## src/rtl/rsts_pkg.sv

```systemverilog
// ----------------------------------------------------------------------------
// rsts_pkg: shared types, constants and basis tables
// Fixed-point formats, basis selects and the seven Q2.14 basis ROMs used by
// the RGB to spectrum converter.
// ----------------------------------------------------------------------------
package rsts_pkg;

    // Number of wavelength samples per item (fixed by the item format)
    localparam int N_WL = 8;

    // Wavelength span 380..720 nm in Q10.6
    localparam logic [15:0] LAMBDA_LO = 16'd24320;
    localparam logic [15:0] LAMBDA_HI = 16'd46080;
    // Span width 21760 = 85 * 2^8
    localparam logic [14:0] SPAN      = 15'd21760;
    localparam int          SPAN_ODD  = 85;
    // Reciprocal of 85 in Q0.16, one short; fixed up by a remainder check
    localparam int          RECIP_85  = 771;

    // Lane pipeline depth in cycles
    localparam int LANE_LAT = 10;

    // Input queue
    localparam int Q_DEPTH = 4;
    localparam int Q_AW    = 2;

    // Basis selects
    typedef enum logic [2:0] {
        BASIS_WHITE   = 3'd0,
        BASIS_CYAN    = 3'd1,
        BASIS_MAGENTA = 3'd2,
        BASIS_YELLOW  = 3'd3,
        BASIS_RED     = 3'd4,
        BASIS_GREEN   = 3'd5,
        BASIS_BLUE    = 3'd6
    } t_basis;

    // Weights and bases for one colour
    typedef struct packed {
        logic [15:0] w1;
        logic [15:0] w2;
        logic [15:0] w3;
        t_basis      b2;
        t_basis      b3;
    } t_wgt;

    // Classified item held in the queue
    typedef struct packed {
        t_wgt                  wgt;
        logic [N_WL-1:0][15:0] wl;
    } t_item;

    localparam logic signed [15:0] ROM_WHITE [0:31] = '{
        16'sd17398, 16'sd17392, 16'sd17391, 16'sd17404, 16'sd17403, 16'sd17408,
        16'sd17406, 16'sd17408, 16'sd17408, 16'sd17407, 16'sd17401, 16'sd17389,
        16'sd17384, 16'sd17390, 16'sd17390, 16'sd17400, 16'sd17409, 16'sd17407,
        16'sd17408, 16'sd17407, 16'sd17408, 16'sd17409, 16'sd17409, 16'sd17406,
        16'sd17406, 16'sd17408, 16'sd17387, 16'sd17358, 16'sd17367, 16'sd17371,
        16'sd17369, 16'sd17378};

    localparam logic signed [15:0] ROM_CYAN [0:31] = '{
        16'sd17063, 16'sd16922, 16'sd16591, 16'sd16958, 16'sd16513, 16'sd17076,
        16'sd17109, 16'sd17261, 16'sd16680, 16'sd17109, 16'sd17251, 16'sd17264,
        16'sd17259, 16'sd17265, 16'sd17248, 16'sd17253, 16'sd17286, 16'sd17291,
        16'sd17128, 16'sd10215, 16'sd2955, -16'sd125, -16'sd2, -16'sd123,
        -16'sd36, 16'sd11, 16'sd201, -16'sd73, 16'sd280, 16'sd81,
        16'sd96, 16'sd414};

    localparam logic signed [15:0] ROM_MAGENTA [0:31] = '{
        16'sd16289, 16'sd16218, 16'sd16104, 16'sd16323, 16'sd16710, 16'sd16657,
        16'sd16746, 16'sd16327, 16'sd16544, 16'sd16737, 16'sd10491, 16'sd41,
        16'sd107, 16'sd46, 16'sd0, -16'sd148, 16'sd56, -16'sd50,
        16'sd3638, 16'sd10345, 16'sd15971, 16'sd15927, 16'sd16669, 16'sd16364,
        16'sd15516, 16'sd13969, 16'sd15548, 16'sd15524, 16'sd16318, 16'sd14140,
        16'sd14606, 16'sd13905};

    localparam logic signed [15:0] ROM_YELLOW [0:31] = '{
        16'sd91, -16'sd79, -16'sd86, -16'sd106, -16'sd98, -16'sd36,
        16'sd275, 16'sd1574, 16'sd3476, 16'sd5926, 16'sd8841, 16'sd12191,
        16'sd15108, 16'sd17138, 16'sd17226, 16'sd17223, 16'sd17220, 16'sd17232,
        16'sd17229, 16'sd17223, 16'sd17222, 16'sd17230, 16'sd17226, 16'sd17229,
        16'sd17222, 16'sd17228, 16'sd17218, 16'sd17218, 16'sd17166, 16'sd17192,
        16'sd17098, 16'sd17027};

    localparam logic signed [15:0] ROM_RED [0:31] = '{
        16'sd2716, 16'sd1941, 16'sd2033, 16'sd1863, 16'sd1294, 16'sd528,
        -16'sd177, 16'sd296, 16'sd88, 16'sd224, -16'sd98, -16'sd30,
        -16'sd173, -16'sd48, -16'sd177, -16'sd131, -16'sd37, 16'sd115,
        -16'sd134, 16'sd9957, 16'sd16193, 16'sd16284, 16'sd16448, 16'sd16259,
        16'sd16372, 16'sd16523, 16'sd16115, 16'sd16523, 16'sd15966, 16'sd16145,
        16'sd15318, 16'sd16173};

    localparam logic signed [15:0] ROM_GREEN [0:31] = '{
        16'sd43, -16'sd82, -16'sd206, -16'sd155, -16'sd205, -16'sd130,
        -16'sd131, -16'sd153, 16'sd1073, 16'sd6484, 16'sd12328, 16'sd15790,
        16'sd16360, 16'sd16383, 16'sd16374, 16'sd16383, 16'sd16374, 16'sd16369,
        16'sd15732, 16'sd10352, 16'sd4227, 16'sd154, -16'sd50, -16'sd74,
        -16'sd113, -16'sd148, -16'sd141, -16'sd137, -16'sd129, 16'sd0,
        16'sd89, -16'sd45};

    localparam logic signed [15:0] ROM_BLUE [0:31] = '{
        16'sd16255, 16'sd16200, 16'sd16308, 16'sd16307, 16'sd16250, 16'sd16388,
        16'sd16379, 16'sd16382, 16'sd16139, 16'sd12948, 16'sd9189, 16'sd5429,
        16'sd2243, 16'sd310, 16'sd0, -16'sd7, -16'sd7, 16'sd29,
        16'sd62, -16'sd9, -16'sd1, 16'sd124, 16'sd423, 16'sd625,
        16'sd811, 16'sd813, 16'sd816, 16'sd653, 16'sd500, 16'sd348,
        16'sd114, 16'sd68};

    // Basis entry lookup; bins past the table read as zero
    function automatic logic signed [15:0] basis_rom(t_basis which, logic [5:0] idx);
        logic signed [15:0] val;
        val = 16'sd0;
        if (!idx[5]) begin
            unique case (which)
                BASIS_WHITE:   val = ROM_WHITE[idx[4:0]];
                BASIS_CYAN:    val = ROM_CYAN[idx[4:0]];
                BASIS_MAGENTA: val = ROM_MAGENTA[idx[4:0]];
                BASIS_YELLOW:  val = ROM_YELLOW[idx[4:0]];
                BASIS_RED:     val = ROM_RED[idx[4:0]];
                BASIS_GREEN:   val = ROM_GREEN[idx[4:0]];
                BASIS_BLUE:    val = ROM_BLUE[idx[4:0]];
                default:       val = 16'sd0;
            endcase
        end
        return val;
    endfunction

endpackage

```

## src/rtl/rsts_queue.sv

```systemverilog
// ----------------------------------------------------------------------------
// rsts_queue: classified item queue
// Small FIFO between the front and the lane pipeline.
// ----------------------------------------------------------------------------
module rsts_queue (
    input  logic             i_clk,
    input  logic             i_rst_n,
    input  logic             i_push,
    input  rsts_pkg::t_item  i_item,
    input  logic             i_pop,
    output logic             o_full,
    output logic             o_empty,
    output rsts_pkg::t_item  o_item
);

    rsts_pkg::t_item                 r_mem [rsts_pkg::Q_DEPTH];
    logic [rsts_pkg::Q_AW-1:0]       r_wr, n_wr;
    logic [rsts_pkg::Q_AW-1:0]       r_rd, n_rd;
    logic [rsts_pkg::Q_AW:0]         r_cnt, n_cnt;

    assign o_full  = (r_cnt == (rsts_pkg::Q_AW+1)'(rsts_pkg::Q_DEPTH));
    assign o_empty = (r_cnt == '0);
    assign o_item  = r_mem[r_rd];

    // Pointer and fill count update
    always_comb begin
        n_wr  = r_wr + (rsts_pkg::Q_AW)'(i_push);
        n_rd  = r_rd + (rsts_pkg::Q_AW)'(i_pop);
        n_cnt = r_cnt + (rsts_pkg::Q_AW+1)'(i_push) - (rsts_pkg::Q_AW+1)'(i_pop);
    end

    always_ff @(posedge i_clk) begin
        if (!i_rst_n) begin
            r_wr  <= '0;
            r_rd  <= '0;
            r_cnt <= '0;
        end else begin
            r_wr  <= n_wr;
            r_rd  <= n_rd;
            r_cnt <= n_cnt;
        end
    end

    // Storage
    always_ff @(posedge i_clk) begin
        if (i_push) begin
            r_mem[r_wr] <= i_item;
        end
    end

endmodule

```

## config.mk

```make
export PLATFORM = sky130hd
export DESIGN_NAME = rsts_queue
export DESIGN_NICKNAME = d
export VERILOG_FILES = /design/src/rtl/rsts_pkg.sv /design/src/rtl/rsts_queue.sv
export SDC_FILE = /design/constraint.sdc
export NUM_CORES = 1
export LEC_CHECK = 0
export BUFFER_PORTS_ARGS = -buffer_cell sky130_fd_sc_hd__buf_2
export CAP_MARGIN = 20
export CORE_ASPECT_RATIO = 1.4
export CORE_UTILIZATION = 61
export DETAILED_ROUTE_END_ITERATION = 8
export GPL_ROUTABILITY_DRIVEN = 0
export MAX_ROUTING_LAYER = met4
export PLACE_DENSITY = 0.84
export SETUP_SLACK_MARGIN = 0.4
export SYNTH_ARGS = -nofsm -noshare
export SYNTH_HDL_FRONTEND = slang
export SYNTH_SLANG_ARGS = --single-unit
```

## constraint.sdc

```tcl
create_clock -name i_clk -period 39.9 [get_ports i_clk]
set_input_delay 5.985 -clock i_clk [delete_from_list [all_inputs] [get_ports i_clk]]
set_output_delay 5.985 -clock i_clk [all_outputs]
set_load 0.01 [all_outputs]
```

==> flow_metrics.tcl, run 1 <==
set metrics [dict create \
    synthTopCellsByCount "edfxtp_1, mux4_2, buf_6" \
    gr-total-overflow 0 \
    worstMarginPinSlew_ns 1.093 \
    first_global_vias 12613 \
    die_y_microns 249.2 \
    crit_type "flip-flop to output pin" \
    reg2reg_setup_slack_ns 36.88 \
    final_util_pct 72.08 \
    die-area_sq_mm 0.04451 \
    netlist_area_sq_mm 0.02663 \
    yosys.area.top_type_share_pct 82.08 \
    postPlaceCellArea_sq_mm 0.02901 \
    layout.nets 1582 \
    clk_pin_slew_ns 0.07 \
    crit_start "r_rd[0]" \
    vias 11841 \
    dpl.hpwl_mm 29.90 \
    first_pass_iters 5 \
    finalSetupTns_ns 0 \
    finalSetupViolCount 0 \
    synth_top_family_by_area "multiplexers" \
    worstReg2RegEnd "r_mem[2][51]" \
    yosysWarnings 0 \
    hold_viol_final 0 \
    ant_nets 0 \
    ys_ff_latch 735 \
    power_density_mw_per_mm2 53.31 \
    cts_setup_buffers 0 \
    htreeDepth 2 \
    cts_tree "built" \
    synth_nets 1174 \
    ys.flop_type "edfxtp_1" \
    worst_r2r_startpoint "r_wr[1]" \
    layout_setup_ws_ns 30.75 \
    synth_area_leaders "edfxtp_1, mux4_2, buf_6" \
    final_layout_size_suffix_gt1_share_pct 46.22 \
    finClkSkew_ns 0.008583 \
    stdcell_area_sq_mm 0.03109 \
    hold_buffers 0 \
    fmax_mhz 109.3 \
    synth-simple-area-share_pct 0.3195 \
    worst_setup_path_end_kind "output pin" \
    stdcell_count 2013 \
    run_status "completed" \
    synth_cells 983 \
    die_w_microns 178.6 \
    critical_path.endpoint "o_item[142]" \
    dp_cells 1880 \
    coreArea_sq_mm 0.04313 \
    ys_types 18 \
    crit_fanout 101 \
    async_flop_share_pct 0 \
    hp-class "flip-flop to flip-flop" \
    syn_area_per_cell_sq_um 27.09 \
    clock_path_buffers 3 \
    ir_drop_mv 0.04583 \
    cap_violations 0 \
    grt_use_total_pct 24.11 \
    cp-start-kind "flip-flop" \
    crit_required_ns 33.91 \
    slew_headroom_pct 27.15 \
    synth-edff-count 728 \
    yosysSeqAreaShare_pct 82.61 \
    slew_viol_final 0 \
    clock_latency_ns 0.59 \
    finalCriticalPeriod_ns 9.152 \
    worstPathArrival_ns 3.17 \
    cts_buffers 61 \
    synth_mux_area_share_pct 15.39 \
    drt-initial-drc-count 883 \
    fillers 2359 \
    synthAdderAreaFrac_pct 0.2631 \
    synth_xor_area_share_pct 0.1503 \
    drc_errors 0 \
    finalCritPeriodShare_pct 22.94 \
    post_drt_wl_per_cell_microns 25.56 \
    rsz0062_at_grt "false" \
    dpl_worst_slack_ns 31.15 \
    grt_pass1_wl_mm 75.25 \
    synth_area_leader_cell "edfxtp_1" \
    io-pin-count 370 \
    synthToLayoutAreaGrowth_pct 16.72 \
    antenna_found_initial 17 \
    synth_compound_area_share_pct 0 \
    root_buffer "clkbuf_16" \
    portBuffers 369 \
    drt-vias-per-instance 5.882 \
    start_util_pct 61.75 \
    grt_max_degree 102 \
    cts_resized 0 \
    row_count 90 \
    wl_mm 51.46 \
    yosysMostFrequentCell "edfxtp_1" \
    rr_worst_depth 4 \
    cts.sinks 735 \
    p_leak_nw 10.40 \
]
state kept, by name, indices dropped and copies added, names as in the netlist:
name	count
r_mem	728
r_cnt	3
r_rd	2
r_wr	2
power by group:
| group | leakage [nW] | switching (mW) | internal [mW] |
|---|---|---|---|
| logic | 2.66 | 0.0863 | 0.0719 |
| registers | 6.75 | 0.0130 | 0.887 |
| clock network | 0.988 | 0.259 | 0.340 |
| total | 10.4 | 0.358 | 1.30 |
through the flow:
step                hold WS, ns  total power, mW
detailed placement       0.6831            1.076
finish                   0.7237            1.657
floorplan                0.5731            1.018
CTS                      0.7080            1.671
global placement         0.6163            1.069
global route             0.7509            1.708
cell usage in the layout, fill, tap and decap left out, types with 2 or more instances in the layout:
| cell type | instances |
|---|---|
| diode_2 | 18 |
| edfxtp_1 | 728 |
| clkinv_1 | 13 |
| dfxtp_4 | 2 |
| ha_1 | 4 |
| and2_1 | 7 |
| buf_2 | 369 |
| inv_1 | 4 |
| clkbuf_16 | 63 |
| clkinv_2 | 15 |
| buf_4 | 15 |
| clkinvlp_4 | 6 |
| xor2_1 | 2 |
| clkbuf_1 | 8 |
| dfxtp_1 | 5 |
| bufinv_16 | 8 |
| mux4_2 | 182 |
metal layers:
layer	wire length (microns)	global-route usage (%)	vias to the layer above
met4	1950	9.613	0
met2	27360	39.84	479
met5	0	-	-
li1	-	-	5118
met1	18120	27.91	6146
met3	4022	6.532	98
critical path, cell delays in order (launching register included):
cell and delay (ns):
dfxtp_4 0.92, buf_12 0.60, mux4_2 0.63, buf_2 0.18
logic make-up after synthesis:
family,count (synthesis)
xor gates and xnor gates,3
adders and majority gates,5
buffers and inverters,44
DFF,735
muxes,182
and+or+nand+nor,14
layout make-up:
type                            count  area, sq um  area share [%]
Inverter                            4        15.01         0.04830
Sequential cell                   735        22010           70.80
Multi-Input combinational cell    204         4315           13.88
Timing Repair Buffer              385         1979           6.367
Antenna cell                       18        45.04          0.1449
Tap cell                          552        690.7           2.222
Clock inverter                     44        426.7           1.372
Clock buffer                       71         1607           5.168
worst min path at each step:
stage	from	endpoint	depth (start not counted)
final	r_wr[1]	r_wr[1]	2
after global routing	r_wr[1]	r_wr[1]	2
after CTS	r_wr[1]	r_wr[1]	2
after detailed placement	r_wr[1]	r_wr[1]	2
after global placement	r_wr[1]	r_wr[1]	2
after floorplan	r_wr[1]	r_wr[1]	2
Power figures use the tool's default switching activity.
==> inputs of run 2 (changes only) <==
--- a/config.mk
+++ b/config.mk
@@ -8,11 +8,11 @@
 export BUFFER_PORTS_ARGS = -buffer_cell sky130_fd_sc_hd__buf_2
 export CAP_MARGIN = 20
 export CORE_ASPECT_RATIO = 1.4
-export CORE_UTILIZATION = 61
+export CORE_UTILIZATION = 57
 export DETAILED_ROUTE_END_ITERATION = 8
 export GPL_ROUTABILITY_DRIVEN = 0
 export MAX_ROUTING_LAYER = met4
-export PLACE_DENSITY = 0.84
+export PLACE_DENSITY = 0.79
 export SETUP_SLACK_MARGIN = 0.4
 export SYNTH_ARGS = -nofsm -noshare
 export SYNTH_HDL_FRONTEND = slang
==> constraint.sdc (replaced) <==
create_clock -name i_clk -period 8.5 [get_ports i_clk]
set_input_delay 1.275 -clock i_clk [delete_from_list [all_inputs] [get_ports i_clk]]
set_output_delay 1.275 -clock i_clk [all_outputs]
set_load 0.01 [all_outputs]
==> run 2 against run 1 <==
Worst hold slack worse by 0.067 ns. Combinational power grew to 4.7 times the previous value. Register-to-register slack worse by 31 ns. Non-clock buffer count is 2 lower. Largest power group unchanged. Via count is 0.23% higher. Sequential cell count stayed put.
==> flow_metrics.tcl, run 2 (same netlist as run 1, synthesis figures left out) <==
set metrics [dict create \
    clock_path_buffers 3 \
    worstPathArrival_ns 3.36 \
    wl_mm 51.27 \
    cp_common_cell "buf_4" \
    cts_resized 0 \
    grt_max_degree 134 \
    worst-path-stages 4 \
    portBuffers 369 \
    coreArea_sq_mm 0.04608 \
    layout_setup_ws_ns 3.868 \
    final_common_cell "edfxtp_1" \
    hp-start "r_wr[1]" \
    cts_setup_buffers 0 \
    final_layout_size_suffix_gt1_share_pct 46.13 \
    top_regs "r_mem x728, r_cnt x3" \
    p_leak_nw 10.47 \
    rr_worst_depth 2 \
    finalSetupTns_ns 0 \
    dpl_worst_slack_ns 4.362 \
    cts_tree "built" \
    final_cell_mix "edfxtp_1, buf_2, mux4_2, clkbuf_16, clkinv_1" \
    drc_errors 0 \
    drt-vias-per-instance 5.703 \
    row_count 93 \
    dpl.hpwl_mm 29.35 \
    largest-register "r_mem" \
    cts.sinks 735 \
    cap_violations 0 \
    worstMarginPinSlew_ns 1.125 \
    htreeDepth 3 \
    ir_drop_mv 0.2151 \
    post_drt_wl_per_cell_microns 24.64 \
    layout.nets 1585 \
    first_pass_iters 5 \
    largest_reg_flops 728 \
    finClkSkew_ns 0.02370 \
    root_buffer "clkbuf_16" \
    worst_setup_path_end_kind "output pin" \
    cp-start-kind "flip-flop" \
    crit_required_ns 7.22 \
    finalCritPeriodShare_pct 54.50 \
    synthToLayoutAreaGrowth_pct 17.68 \
    power_density_mw_per_mm2 252.7 \
    first_global_vias 12595 \
    holdWs_ns 0.6568 \
    start_util_pct 57.80 \
    crit_fanout 51 \
    slew_headroom_pct 24.98 \
    fillers 2837 \
    die_y_microns 257.8 \
    finalCriticalPeriod_ns 4.632 \
    critical_path.slowest_cell "dfxtp_4" \
    multi_input_area_sq_mm 0.004322 \
    crit_chain "buf_4 -> buf_4 -> mux4_2 -> buf_2" \
    grt_pass1_wl_mm 75.11 \
    clk_pin_slew_ns 0.06 \
    ant_nets 0 \
    hold_buffers 0 \
    cp_top_family "buffers and inverters" \
    drt-initial-drc-count 992 \
    hold_depth 2 \
    worst-path-buf-inv 3 \
    io-pin-count 370 \
    gr-total-overflow 0 \
    hp-class "flip-flop to flip-flop" \
    grt_use_total_pct 22.32 \
    rsz0062_at_grt "false" \
    run_status "completed" \
    cts_buffers 66 \
    die_w_microns 184.7 \
    seq_area_sq_mm 0.02201 \
    die-area_sq_mm 0.04760 \
    crit_type "flip-flop to output pin" \
    antenna_found_initial 18 \
    finalSetupViolCount 0 \
    slew_viol_final 0 \
    crit_start "r_rd[1]" \
    fmax_mhz 215.9 \
    hold_viol_final 0 \
    slowest_delay_ns 0.75 \
    clock_latency_ns 0.60 \
    worst_r2r_startpoint "r_wr[0]" \
    vias 11868 \
]
-- run 2: cell count changes in the layout (fill, tap and decap cells not counted), sizes merged --
cell,before,now
buf,385,383
clkbuf,71,77
inv,5,8
clkinvlp,6,3
clkinv,29,28
-- run 2: layout make-up --
type / count / share of cell area (%)
clock buffer: 77 / 5.469
clock inverter: 43 / 1.413
timing repair buffer: 383 / 6.451
tap: 617 / 2.463
inverter: 4 / 0.04791
antenna: 18 / 0.1437
sequential: 735 / 70.22
multi-input combinational: 204 / 13.79
-- run 2: worst min-delay path, cell delays in order, from the launching register on --
cell     delay (ns)
dfxtp_1        0.37
xor2_1         0.14
and2_1         0.12
-- run 2: per-stage QoR --
step | cell area [sq um] | std cells | util (%) | power [mW]
finish | 31340 | 2081 | 68.02 | 7.920
global route | 31340 | 2081 | 68.02 | 8.179
CTS | 31270 | 2062 | 67.86 | 7.989
detailed placement | 29110 | 1942 | 63.18 | 5.048
global placement | 29110 | 1942 | 63.18 | 5.024
floorplan | 26650 | 983 | - | 4.753
-- run 2: report_power, final --
part,switching [mW],leakage (nW),total [mW],internal [mW]
registers,0.0595,6.75,4.23,4.17
clock network,1.25,1.05,2.95,1.70
logic,0.399,2.67,0.738,0.339
-- run 2: layer usage --
layer,vias up,global-route usage (%),wire (microns)
li1,5135,-,-
met3,112,6.755,4150
met5,-,-,0
met2,471,35.85,27080
met1,6150,26.31,18250
met4,0,9.320,1779
-- run 2: path summary, 6_finish.rpt --
path / slack, ns / end
worst max-delay path: 3.87 / o_item[158]
worst min-delay path: 0.66 / r_wr[1]
worst max register to register: 5.91 / r_mem[1][37]
worst min register to register: 0.66 / r_wr[1]
