`src/rtl/rsts_pkg.sv`:
```
// ----------------------------------------------------------------------------
// rsts_pkg: shared types, constants and basis tables
// Fixed-point formats, basis selects and the seven Q2.14 basis ROMs used by
// the RGB to spectrum converter.
// ----------------------------------------------------------------------------
package rsts_pkg;

    // Number of wavelength samples per item (fixed by the item format)
    localparam int N_WL = 8;

    // Wavelength span 380..720 nm in Q10.6
    localparam logic [15:0] LAMBDA_LO = 16'd24320;
    localparam logic [15:0] LAMBDA_HI = 16'd46080;
    // Span width 21760 = 85 * 2^8
    localparam logic [14:0] SPAN      = 15'd21760;
    localparam int          SPAN_ODD  = 85;
    // Reciprocal of 85 in Q0.16, one short; fixed up by a remainder check
    localparam int          RECIP_85  = 771;

    // Lane pipeline depth in cycles
    localparam int LANE_LAT = 10;

    // Input queue
    localparam int Q_DEPTH = 4;
    localparam int Q_AW    = 2;

    // Basis selects
    typedef enum logic [2:0] {
        BASIS_WHITE   = 3'd0,
        BASIS_CYAN    = 3'd1,
        BASIS_MAGENTA = 3'd2,
        BASIS_YELLOW  = 3'd3,
        BASIS_RED     = 3'd4,
        BASIS_GREEN   = 3'd5,
        BASIS_BLUE    = 3'd6
    } t_basis;

    // Weights and bases for one colour
    typedef struct packed {
        logic [15:0] w1;
        logic [15:0] w2;
        logic [15:0] w3;
        t_basis      b2;
        t_basis      b3;
    } t_wgt;

    // Classified item held in the queue
    typedef struct packed {
        t_wgt                  wgt;
        logic [N_WL-1:0][15:0] wl;
    } t_item;

    localparam logic signed [15:0] ROM_WHITE [0:31] = '{
        16'sd17398, 16'sd17392, 16'sd17391, 16'sd17404, 16'sd17403, 16'sd17408,
        16'sd17406, 16'sd17408, 16'sd17408, 16'sd17407, 16'sd17401, 16'sd17389,
        16'sd17384, 16'sd17390, 16'sd17390, 16'sd17400, 16'sd17409, 16'sd17407,
        16'sd17408, 16'sd17407, 16'sd17408, 16'sd17409, 16'sd17409, 16'sd17406,
        16'sd17406, 16'sd17408, 16'sd17387, 16'sd17358, 16'sd17367, 16'sd17371,
        16'sd17369, 16'sd17378};

    localparam logic signed [15:0] ROM_CYAN [0:31] = '{
        16'sd17063, 16'sd16922, 16'sd16591, 16'sd16958, 16'sd16513, 16'sd17076,
        16'sd17109, 16'sd17261, 16'sd16680, 16'sd17109, 16'sd17251, 16'sd17264,
        16'sd17259, 16'sd17265, 16'sd17248, 16'sd17253, 16'sd17286, 16'sd17291,
        16'sd17128, 16'sd10215, 16'sd2955, -16'sd125, -16'sd2, -16'sd123,
        -16'sd36, 16'sd11, 16'sd201, -16'sd73, 16'sd280, 16'sd81,
        16'sd96, 16'sd414};

    localparam logic signed [15:0] ROM_MAGENTA [0:31] = '{
        16'sd16289, 16'sd16218, 16'sd16104, 16'sd16323, 16'sd16710, 16'sd16657,
        16'sd16746, 16'sd16327, 16'sd16544, 16'sd16737, 16'sd10491, 16'sd41,
        16'sd107, 16'sd46, 16'sd0, -16'sd148, 16'sd56, -16'sd50,
        16'sd3638, 16'sd10345, 16'sd15971, 16'sd15927, 16'sd16669, 16'sd16364,
        16'sd15516, 16'sd13969, 16'sd15548, 16'sd15524, 16'sd16318, 16'sd14140,
        16'sd14606, 16'sd13905};

    localparam logic signed [15:0] ROM_YELLOW [0:31] = '{
        16'sd91, -16'sd79, -16'sd86, -16'sd106, -16'sd98, -16'sd36,
        16'sd275, 16'sd1574, 16'sd3476, 16'sd5926, 16'sd8841, 16'sd12191,
        16'sd15108, 16'sd17138, 16'sd17226, 16'sd17223, 16'sd17220, 16'sd17232,
        16'sd17229, 16'sd17223, 16'sd17222, 16'sd17230, 16'sd17226, 16'sd17229,
        16'sd17222, 16'sd17228, 16'sd17218, 16'sd17218, 16'sd17166, 16'sd17192,
        16'sd17098, 16'sd17027};

    localparam logic signed [15:0] ROM_RED [0:31] = '{
        16'sd2716, 16'sd1941, 16'sd2033, 16'sd1863, 16'sd1294, 16'sd528,
        -16'sd177, 16'sd296, 16'sd88, 16'sd224, -16'sd98, -16'sd30,
        -16'sd173, -16'sd48, -16'sd177, -16'sd131, -16'sd37, 16'sd115,
        -16'sd134, 16'sd9957, 16'sd16193, 16'sd16284, 16'sd16448, 16'sd16259,
        16'sd16372, 16'sd16523, 16'sd16115, 16'sd16523, 16'sd15966, 16'sd16145,
        16'sd15318, 16'sd16173};

    localparam logic signed [15:0] ROM_GREEN [0:31] = '{
        16'sd43, -16'sd82, -16'sd206, -16'sd155, -16'sd205, -16'sd130,
        -16'sd131, -16'sd153, 16'sd1073, 16'sd6484, 16'sd12328, 16'sd15790,
        16'sd16360, 16'sd16383, 16'sd16374, 16'sd16383, 16'sd16374, 16'sd16369,
        16'sd15732, 16'sd10352, 16'sd4227, 16'sd154, -16'sd50, -16'sd74,
        -16'sd113, -16'sd148, -16'sd141, -16'sd137, -16'sd129, 16'sd0,
        16'sd89, -16'sd45};

    localparam logic signed [15:0] ROM_BLUE [0:31] = '{
        16'sd16255, 16'sd16200, 16'sd16308, 16'sd16307, 16'sd16250, 16'sd16388,
        16'sd16379, 16'sd16382, 16'sd16139, 16'sd12948, 16'sd9189, 16'sd5429,
        16'sd2243, 16'sd310, 16'sd0, -16'sd7, -16'sd7, 16'sd29,
        16'sd62, -16'sd9, -16'sd1, 16'sd124, 16'sd423, 16'sd625,
        16'sd811, 16'sd813, 16'sd816, 16'sd653, 16'sd500, 16'sd348,
        16'sd114, 16'sd68};

    // Basis entry lookup; bins past the table read as zero
    function automatic logic signed [15:0] basis_rom(t_basis which, logic [5:0] idx);
        logic signed [15:0] val;
        val = 16'sd0;
        if (!idx[5]) begin
            unique case (which)
                BASIS_WHITE:   val = ROM_WHITE[idx[4:0]];
                BASIS_CYAN:    val = ROM_CYAN[idx[4:0]];
                BASIS_MAGENTA: val = ROM_MAGENTA[idx[4:0]];
                BASIS_YELLOW:  val = ROM_YELLOW[idx[4:0]];
                BASIS_RED:     val = ROM_RED[idx[4:0]];
                BASIS_GREEN:   val = ROM_GREEN[idx[4:0]];
                BASIS_BLUE:    val = ROM_BLUE[idx[4:0]];
                default:       val = 16'sd0;
            endcase
        end
        return val;
    endfunction

endpackage

```
`src/rtl/rsts_in_if.sv`:
```
// ----------------------------------------------------------------------------
// rsts_in_if: input channel
// Valid/ready channel carrying one RGB colour and eight wavelengths.
// ----------------------------------------------------------------------------
interface rsts_in_if;
    logic        valid;
    logic        ready;
    logic [15:0] red;
    logic [15:0] green;
    logic [15:0] blue;
    logic [15:0] wavelength_0;
    logic [15:0] wavelength_1;
    logic [15:0] wavelength_2;
    logic [15:0] wavelength_3;
    logic [15:0] wavelength_4;
    logic [15:0] wavelength_5;
    logic [15:0] wavelength_6;
    logic [15:0] wavelength_7;

    modport source (
        output valid, red, green, blue,
        output wavelength_0, wavelength_1, wavelength_2, wavelength_3,
        output wavelength_4, wavelength_5, wavelength_6, wavelength_7,
        input  ready
    );
    modport sink (
        input  valid, red, green, blue,
        input  wavelength_0, wavelength_1, wavelength_2, wavelength_3,
        input  wavelength_4, wavelength_5, wavelength_6, wavelength_7,
        output ready
    );
endinterface

```
`src/rtl/rsts_front.sv`:
```
// ----------------------------------------------------------------------------
// rsts_front: item intake and classification
// Orders the three channels, derives the white / secondary / primary weights
// and bases, and hands the classified item to the queue.
// ----------------------------------------------------------------------------
module rsts_front (
    rsts_in_if.sink          i_in,
    input  logic             i_full,
    output logic             o_push,
    output rsts_pkg::t_item  o_item
);

    logic [15:0] r, g, b;

    assign r = i_in.red;
    assign g = i_in.green;
    assign b = i_in.blue;

    assign i_in.ready = !i_full;
    assign o_push     = i_in.valid && !i_full;

    // Channel ordering, ties resolved toward the earlier channel
    always_comb begin
        o_item.wgt = '0;
        // Wavelengths pass through untouched
        o_item.wl[0] = i_in.wavelength_0;
        o_item.wl[1] = i_in.wavelength_1;
        o_item.wl[2] = i_in.wavelength_2;
        o_item.wl[3] = i_in.wavelength_3;
        o_item.wl[4] = i_in.wavelength_4;
        o_item.wl[5] = i_in.wavelength_5;
        o_item.wl[6] = i_in.wavelength_6;
        o_item.wl[7] = i_in.wavelength_7;
        priority if (r <= g && r <= b) begin
            o_item.wgt.w1 = r;
            o_item.wgt.b2 = rsts_pkg::BASIS_CYAN;
            if (g <= b) begin
                o_item.wgt.w2 = g - r;
                o_item.wgt.w3 = b - g;
                o_item.wgt.b3 = rsts_pkg::BASIS_BLUE;
            end else begin
                o_item.wgt.w2 = b - r;
                o_item.wgt.w3 = g - b;
                o_item.wgt.b3 = rsts_pkg::BASIS_GREEN;
            end
        end else if (g <= r && g <= b) begin
            o_item.wgt.w1 = g;
            o_item.wgt.b2 = rsts_pkg::BASIS_MAGENTA;
            if (r <= b) begin
                o_item.wgt.w2 = r - g;
                o_item.wgt.w3 = b - r;
                o_item.wgt.b3 = rsts_pkg::BASIS_BLUE;
            end else begin
                o_item.wgt.w2 = b - g;
                o_item.wgt.w3 = r - b;
                o_item.wgt.b3 = rsts_pkg::BASIS_RED;
            end
        end else begin
            o_item.wgt.w1 = b;
            o_item.wgt.b2 = rsts_pkg::BASIS_YELLOW;
            if (r <= g) begin
                o_item.wgt.w2 = r - b;
                o_item.wgt.w3 = g - r;
                o_item.wgt.b3 = rsts_pkg::BASIS_GREEN;
            end else begin
                o_item.wgt.w2 = g - b;
                o_item.wgt.w3 = r - g;
                o_item.wgt.b3 = rsts_pkg::BASIS_RED;
            end
        end
    end

endmodule

```
`src/flat_wrapper.sv`:
```
// flat-port wrapper written by rule: the top's interface ports become plain ports
module rsts_front_flat 
  (i_full, o_push, o_item, i_in_valid, i_in_red, i_in_green, i_in_blue, i_in_wavelength_0, i_in_wavelength_1, i_in_wavelength_2, i_in_wavelength_3, i_in_wavelength_4, i_in_wavelength_5, i_in_wavelength_6, i_in_wavelength_7, i_in_ready);
  rsts_in_if i_in_i ();
  input  logic i_full;
  output logic o_push;
  output rsts_pkg::t_item o_item;
  input wire logic [$bits(i_in_i.valid)-1:0] i_in_valid;
  input wire logic [$bits(i_in_i.red)-1:0] i_in_red;
  input wire logic [$bits(i_in_i.green)-1:0] i_in_green;
  input wire logic [$bits(i_in_i.blue)-1:0] i_in_blue;
  input wire logic [$bits(i_in_i.wavelength_0)-1:0] i_in_wavelength_0;
  input wire logic [$bits(i_in_i.wavelength_1)-1:0] i_in_wavelength_1;
  input wire logic [$bits(i_in_i.wavelength_2)-1:0] i_in_wavelength_2;
  input wire logic [$bits(i_in_i.wavelength_3)-1:0] i_in_wavelength_3;
  input wire logic [$bits(i_in_i.wavelength_4)-1:0] i_in_wavelength_4;
  input wire logic [$bits(i_in_i.wavelength_5)-1:0] i_in_wavelength_5;
  input wire logic [$bits(i_in_i.wavelength_6)-1:0] i_in_wavelength_6;
  input wire logic [$bits(i_in_i.wavelength_7)-1:0] i_in_wavelength_7;
  output wire logic [$bits(i_in_i.ready)-1:0] i_in_ready;
  assign i_in_i.valid = i_in_valid;
  assign i_in_i.red = i_in_red;
  assign i_in_i.green = i_in_green;
  assign i_in_i.blue = i_in_blue;
  assign i_in_i.wavelength_0 = i_in_wavelength_0;
  assign i_in_i.wavelength_1 = i_in_wavelength_1;
  assign i_in_i.wavelength_2 = i_in_wavelength_2;
  assign i_in_i.wavelength_3 = i_in_wavelength_3;
  assign i_in_i.wavelength_4 = i_in_wavelength_4;
  assign i_in_i.wavelength_5 = i_in_wavelength_5;
  assign i_in_i.wavelength_6 = i_in_wavelength_6;
  assign i_in_i.wavelength_7 = i_in_wavelength_7;
  assign i_in_ready = i_in_i.ready;
  rsts_front u_core (.i_in(i_in_i), .i_full(i_full), .o_push(o_push), .o_item(o_item));
endmodule
```
`config.mk`:
```
export PLATFORM = sky130hd
export DESIGN_NAME = rsts_front_flat
export DESIGN_NICKNAME = d
export VERILOG_FILES = /design/src/rtl/rsts_pkg.sv /design/src/rtl/rsts_in_if.sv /design/src/rtl/rsts_front.sv /design/src/flat_wrapper.sv
export SDC_FILE = /design/constraint.sdc
export NUM_CORES = 1
export LEC_CHECK = 0
export BUFFER_PORTS_ARGS = -buffer_cell sky130_fd_sc_hd__buf_2
export CAP_MARGIN = 20
export CELL_PAD_IN_SITES_DETAIL_PLACEMENT = 1
export CELL_PAD_IN_SITES_GLOBAL_PLACEMENT = 2
export CORE_MARGIN = 1.5
export CORE_UTILIZATION = 23
export DETAILED_ROUTE_END_ITERATION = 10
export PLACE_DENSITY = 0.86
export SETUP_SLACK_MARGIN = 0.15
export SKIP_LAST_GASP = 1
export SYNTH_ARGS = -nofsm -noshare
export SYNTH_HDL_FRONTEND = slang
export SYNTH_SLANG_ARGS = --single-unit
```
`constraint.sdc`:
```
create_clock -name vclk -period 4.15
set_input_delay 0.83 -clock vclk [all_inputs]
set_output_delay 0.83 -clock vclk [all_outputs]
set_load 0.02 [all_outputs]
```
==> results of run 1 <==
-- routing by layer --
metal / global-route usage / share of wire / vias to the layer above
met5: 0 / 0 / -
met1: 0.303 / 0.38 / 5653
met2: 0.420 / 0.46 / 782
met3: 0.0309 / 0.088 / 297
met4: 0.121 / 0.072 / 0
li1: - / - / 4849
-- metrics by stage --
| stage | setup slack [ns] | setup TNS [ns] | power (W) | instances |
|---|---|---|---|---|
| after floorplan | 0.106 | 0 | 0.00184 | 1186 |
| after global placement | -0.598 | -20.40 | 0.00282 | 1936 |
| after detailed placement | -0.605 | -22.31 | 0.00288 | 1936 |
| after CTS | -0.305 | -10.25 | 0.00336 | 1993 |
| after global routing | -0.534 | -18.81 | 0.00413 | 2029 |
| final | -0.493 | -16.66 | 0.00402 | 2029 |
-- power breakdown --
group | switching, W | internal [W]
combinational | 0.00219 | 0.00183
clock | 0 | 0
sequential | 0 | 0
-- repair_timing --
| item | in CTS | in global routing |
|---|---|---|
| pin swaps | 54 | 68 |
| hold buffers | 0 | 0 |
| gates cloned | 2 | 2 |
| setup endpoints to repair | 52 | 52 |
| resized for setup | 245 | 201 |
| buffers inserted | 55 | 34 |
-- Yosys cell counts (30+ instances only) --
cell type | instances | area share
a21oi_1 | 81 | 0.050
inv_1 | 61 | 0.028
nand2_1 | 116 | 0.054
nor2_1 | 90 | 0.042
a31oi_1 | 30 | 0.023
o21ai_0 | 54 | 0.034
buf_4 | 137 | 0.13
xor2_1 | 38 | 0.041
ha_1 | 94 | 0.15
mux2i_1 | 30 | 0.037
buf_2 | 38 | 0.024
xnor2_1 | 42 | 0.046
a211oi_1 | 30 | 0.028
-- final cells by class --
type	instances	area, um2	area share
Multi-Input combinational cell	922	8370	0.586
Tap cell	455	569	0.0398
Timing Repair Buffer	589	5030	0.352
Inverter	63	315	0.0221
-- kinds of logic (layout without fill, tap and decap cells) --
kind of cell               count (synthesis)  after routing  share of synthesized area
AOI/OAI and AO/OA                        347            347                      0.297
and+or+nand+nor                          359            359                      0.214
xor gates and xnor gates                  80             80                     0.0869
other                                      2              2                   0.000931
muxes                                     34             34                     0.0428
adders and majority gates                100            100                      0.161
buffers and inverters                    264            652                      0.197
-- worst max-delay path by stage --
stage,start,endpoint,slack (ns),depth (start not counted)
3_5_place_dp,i_in_red[0],o_item[154],-0.61,15
2_1_floorplan,i_in_green[8],o_item[165],0.11,13
4_1_cts,i_in_red[0],o_item[165],-0.30,16
3_3_place_gp,i_in_red[0],o_item[154],-0.60,15
5_1_grt,i_in_green[0],o_item[141],-0.53,15
6_report,i_in_green[0],o_item[141],-0.49,15
==> metrics.md, run 1 <==
| Metric | Value |
|---|---|
| CP startpoint kind | `input pin` |
| Design Area, Final | `14300 um2` |
| PD cells | `approximately 280 nW/um2` |
| Hold Crit Endpoint | `o_item[103]` |
| CP Cell Sequence | `buf_8 -> clkinvlp_4 -> ha_4 -> fa_2 -> nor2b_4 -> o2111ai_2 -> a31oi_2 -> o31ai_4 -> o211ai_4 -> buf_6 -> clkbuf_16 -> nand2_1 -> mux2i_2 -> a221oi_4 -> buf_6` |
| Final min period | `between 4 and 5 ns` |
| Max incr delay on CP | `around 0.42 ns` |
| Global-route wire length before repair | `a little under 70000 um` |
| Slew margin rel. | `0.555` |
| Hold path startpoint | `i_in_wavelength_6[7]` |
| Syn Nets | `roughly 1500` |
| Slew Limit Fails | `0` |
| Worst Path Class, Setup | `in -> out` |
| Placer Congestion | `about 0.96` |
| Area growth from synthesis to layout | `77.2%` |
| GRT Util Overall | `0.246` |
| Fin worst setup slack | `-0.493 ns` |
| CP endpoint kind | `output port` |
| WP data required | `roughly 3.3 ns` |
| CP delay by family, top | `compound AO/OA/AOI/OAI gates` |
| Post-synthesis sequential area ratio | `0` |
| First-pass DRT Iterations | `5` |
| Synth unique cells | `85` |
| Die width | `between 150 and 200 um` |
| Routed vias/inst | `around 5.7` |
| RSZ-0062 raised after global routing | `true` |
| Final setup fails | `52` |
| Slew @ Worst Pin | `roughly 0.66 ns` |
| Nets | `1854` |
| Final-layout clock buffer total | `0` |
| Mean Syn Cell Area | `6.80 um2` |
| Finished Core Util | `0.414` |
| Register area | `0 um2` |
| Die Y | `190 um` |
| Core Area | `around 35000 um2` |
| Largest net degree at the start of global routing | `19` |
| Fillers | `~4000` |
| Worst IR Drop VDD | `between 0.1 and 0.15 mV` |
| Fin. Hold Viols | `0` |
| Crit path max fanout | `6` |
| Number of max-cap violations | `0` |
| Placed Area | `11600 um2` |
| Worst path most repeated cell | `buf_6` |
| Static Leakage | `~6.5 nW` |
| IO Count | `~360` |
| DR iter-0 viols | `between 900 and 1000` |
| Critical Path Slowest Stage Cell | `fa_2` |
| FF+latch count | `0` |
| Diodes inserted | `0` |
| Synth warn | `0` |
| Worst path bufs/invs | `5` |
| Hold Path Depth | `0` |
| F_max | `0.215 GHz` |
| DRC Markers | `0` |
| Final Cycle Share | `1.12` |
| Hold WC Path Type | `in -> out` |
| Post-Synthesis Cells | `1186` |
| Netlist Area Pre-Place | `8060 um2` |
| Die ar. | `about 36000 um2` |
| IO buf count | `104` |
| Initial antenna violation count | `0` |
| Number of global-route vias before repair | `about 12000` |
| Initial Util | `0.233` |
| ANT nets after route | `0` |
| Failing checks | `setup timing` |
| Vias | `between 10000 and 15000` |
| WP data arrival | `3.81 ns` |
| Routed WL | `about 54000 um` |
| Post-DR wirelength/cell | `between 20 and 30 um` |
| Hold WS | `1.66 ns` |
| Status | `finished with violations` |
| Fraction of final layout cells sized beyond drive strength 1 | `0.546` |
| DP Wirelength | `around 36000 um` |
| Most common cell after layout, fill and taps aside | `buf_4` |
| Core Rows | `68` |
| Total congestion overflow | `0` |
| Most frequent cells in the layout | `427 x buf_4, 93 x nand2_1, 83 x buf_6` |
No activity file was read; power rests on OpenSTA's default activity.
==> run 2, diff against run 1 <==
- PLACE_DENSITY: 0.86 -> default
- PLACE_DENSITY_LB_ADDON: default -> 0.1
==> run 2 against run 1 <==
Effect of this change:
- the flow still finishes with violations (setup timing)
- critical path depth is 1 lower
- final cell count is 0.79% higher
- via count is 12% lower
- first-iteration DRC count shrank 47%
- routed wire length decreased by 14%
- setup slack better by 0.030 ns
- sequential share of layout area stayed put
- utilization fell by 0.051 points
- clock-buffer cell count stayed put
- global-route usage rose by 0.25 points
- largest cell class unchanged
- highest routed layer unchanged
==> metrics.md, run 2 (synthesis results as in run 1) <==
| Metric | Value |
|---|---|
| Status | `finished with violations` |
| Failing checks | `setup timing` |
| Design Area, Final | `14300 um2` |
| RSZ-0062 raised after global routing | `true` |
| Placer Congestion | `between 0.9 and 1` |
| Worst IR Drop VDD | `0.135 mV` |
| Hold WC Path Type | `in -> out` |
| Final setup fails | `52` |
| Initial antenna violation count | `0` |
| Fin. Hold Viols | `0` |
| DR iter-0 viols | `approximately 490` |
| Post-DR wirelength/cell | `between 20 and 25 um` |
| Max incr delay on CP | `between 0.6 and 0.7 ns` |
| WP data required | `about 3.3 ns` |
| Worst path most repeated cell | `buf_6` |
| Number of global-route vias before repair | `between 10000 and 15000` |
| Slew @ Worst Pin | `a little over 0.6 ns` |
| Area growth from synthesis to layout | `77.0%` |
| First-pass DRT Iterations | `4` |
| Slew margin rel. | `0.584` |
| Routed vias/inst | `4.99` |
| Critical path capture point | `o_item[145]` |
| Final Cycle Share | `1.11` |
| IO Count | `362` |
| Largest net degree at the start of global routing | `14` |
| Critical path depth | `14` |
| DP Wirelength | `between 30000 and 40000 um` |
| F_max | `0.217 GHz` |
| Die ar. | `36200 um2` |
| CP delay by family, top | `simple AND/OR/NAND/NOR gates` |
| Diodes inserted | `0` |
| Fraction of final layout cells sized beyond drive strength 1 | `0.527` |
| Routed WL | `~47000 um` |
| Final min period | `between 4 and 5 ns` |
| Worst path bufs/invs | `6` |
| Register area | `0 um2` |
| WP data arrival | `roughly 3.8 ns` |
| IO buf count | `~100` |
| Nets | `~1900` |
| FF+latch count | `0` |
| Number of max-cap violations | `0` |
| CP endpoint kind | `output port` |
| CP startpoint kind | `input pin` |
| Fillers | `between 4000 and 5000` |
| Crit. Startpoint | `i_in_green[7]` |
| Pre-CTS WS | `-0.683 ns` |
| Most common cell after layout, fill and taps aside | `buf_4` |
| DRC Markers | `0` |
| Initial Util | `0.233` |
| PD cells | `269 nW/um2` |
| Die width | `approximately 190 um` |
| Total congestion overflow | `0` |
| Crit path max fanout | `4` |
| GRT Util Overall | `0.248` |
| CP Cell Sequence | `buf_8 -> clkinvlp_4 -> ha_4 -> nand2_4 -> or3_4 -> or4_4 -> buf_6 -> buf_6 -> a211oi_4 -> buf_4 -> a221oi_2 -> a311oi_2 -> a211oi_4 -> buf_6` |
| Worst Path Class, Setup | `in -> out` |
| Most frequent cells in the layout | `429 x buf_4, 105 x nand2_1, 80 x buf_6` |
| Static Leakage | `around 6.5 nW` |
| Critical Path Slowest Stage Cell | `or4_4` |
| Final-layout clock buffer total | `0` |
| ANT nets after route | `0` |
| Die Y | `190 um` |
| Global-route wire length before repair | `between 60000 and 70000 um` |
| Core Rows | `between 60 and 70` |
| Core Area | `between 30000 and 40000 um2` |
| Area of the multi-input gates | `between 8000 and 9000 um2` |
| Vias | `roughly 10000` |
| Slew Limit Fails | `0` |
| Fin worst setup slack | `-0.463 ns` |
| Placed Area | `11900 um2` |
run 2: stage by stage:
step                total power [W]  instances  setup TNS, ns  utilization  hold slack [ns]
CTS                         0.00360       2022         -16.50        0.394             1.66
global route                0.00404       2045         -20.53        0.413             1.66
global placement            0.00297       1957         -20.15        0.344             1.66
detailed placement          0.00299       1957         -20.96        0.344             1.66
finish                      0.00384       2045         -18.45        0.413             1.66
floorplan                   0.00184       1186              0            -             1.74
run 2: cell type report:
cell class	instances	share of cell area
Inverter	63	0.0202
Timing Repair Buffer	605	0.371
Tap cell	455	0.0399
Multi-Input combinational cell	922	0.569
run 2: routing by layer:
layer | up-vias | wire length (um) | global-route usage
li1 | 4875 | - | -
met1 | 5033 | 23400 | 0.367
met2 | 218 | 20300 | 0.388
met3 | 84 | 2120 | 0.0245
met4 | 0 | 934 | 0.0488
met5 | - | 0 | 0
run 2: where the power goes:
part	leakage, nW	switching [W]	internal [W]
clock	0	0	0
combinational	6.52	0.00198	0.00186
sequential	0	0	0
total	6.52	0.00198	0.00186
run 2: worst min path at each step:
stage	start	endpoint	slack, ns	depth (start not counted)
floorplan	i_full	i_in_ready	1.74	1
global placement	i_in_wavelength_6[4]	o_item[100]	1.66	0
detailed placement	i_in_wavelength_6[4]	o_item[100]	1.66	0
CTS	i_in_wavelength_6[4]	o_item[100]	1.66	0
global route	i_in_wavelength_6[13]	o_item[109]	1.66	0
finish	i_in_wavelength_6[5]	o_item[101]	1.66	0
run 2: repair_timing:
item,CTS,global route
resized for setup,255,103
cloned,6,1
hold buffers,0,0
pin swaps,58,41
setup endpoints to repair,52,52
setup buffers,59,22
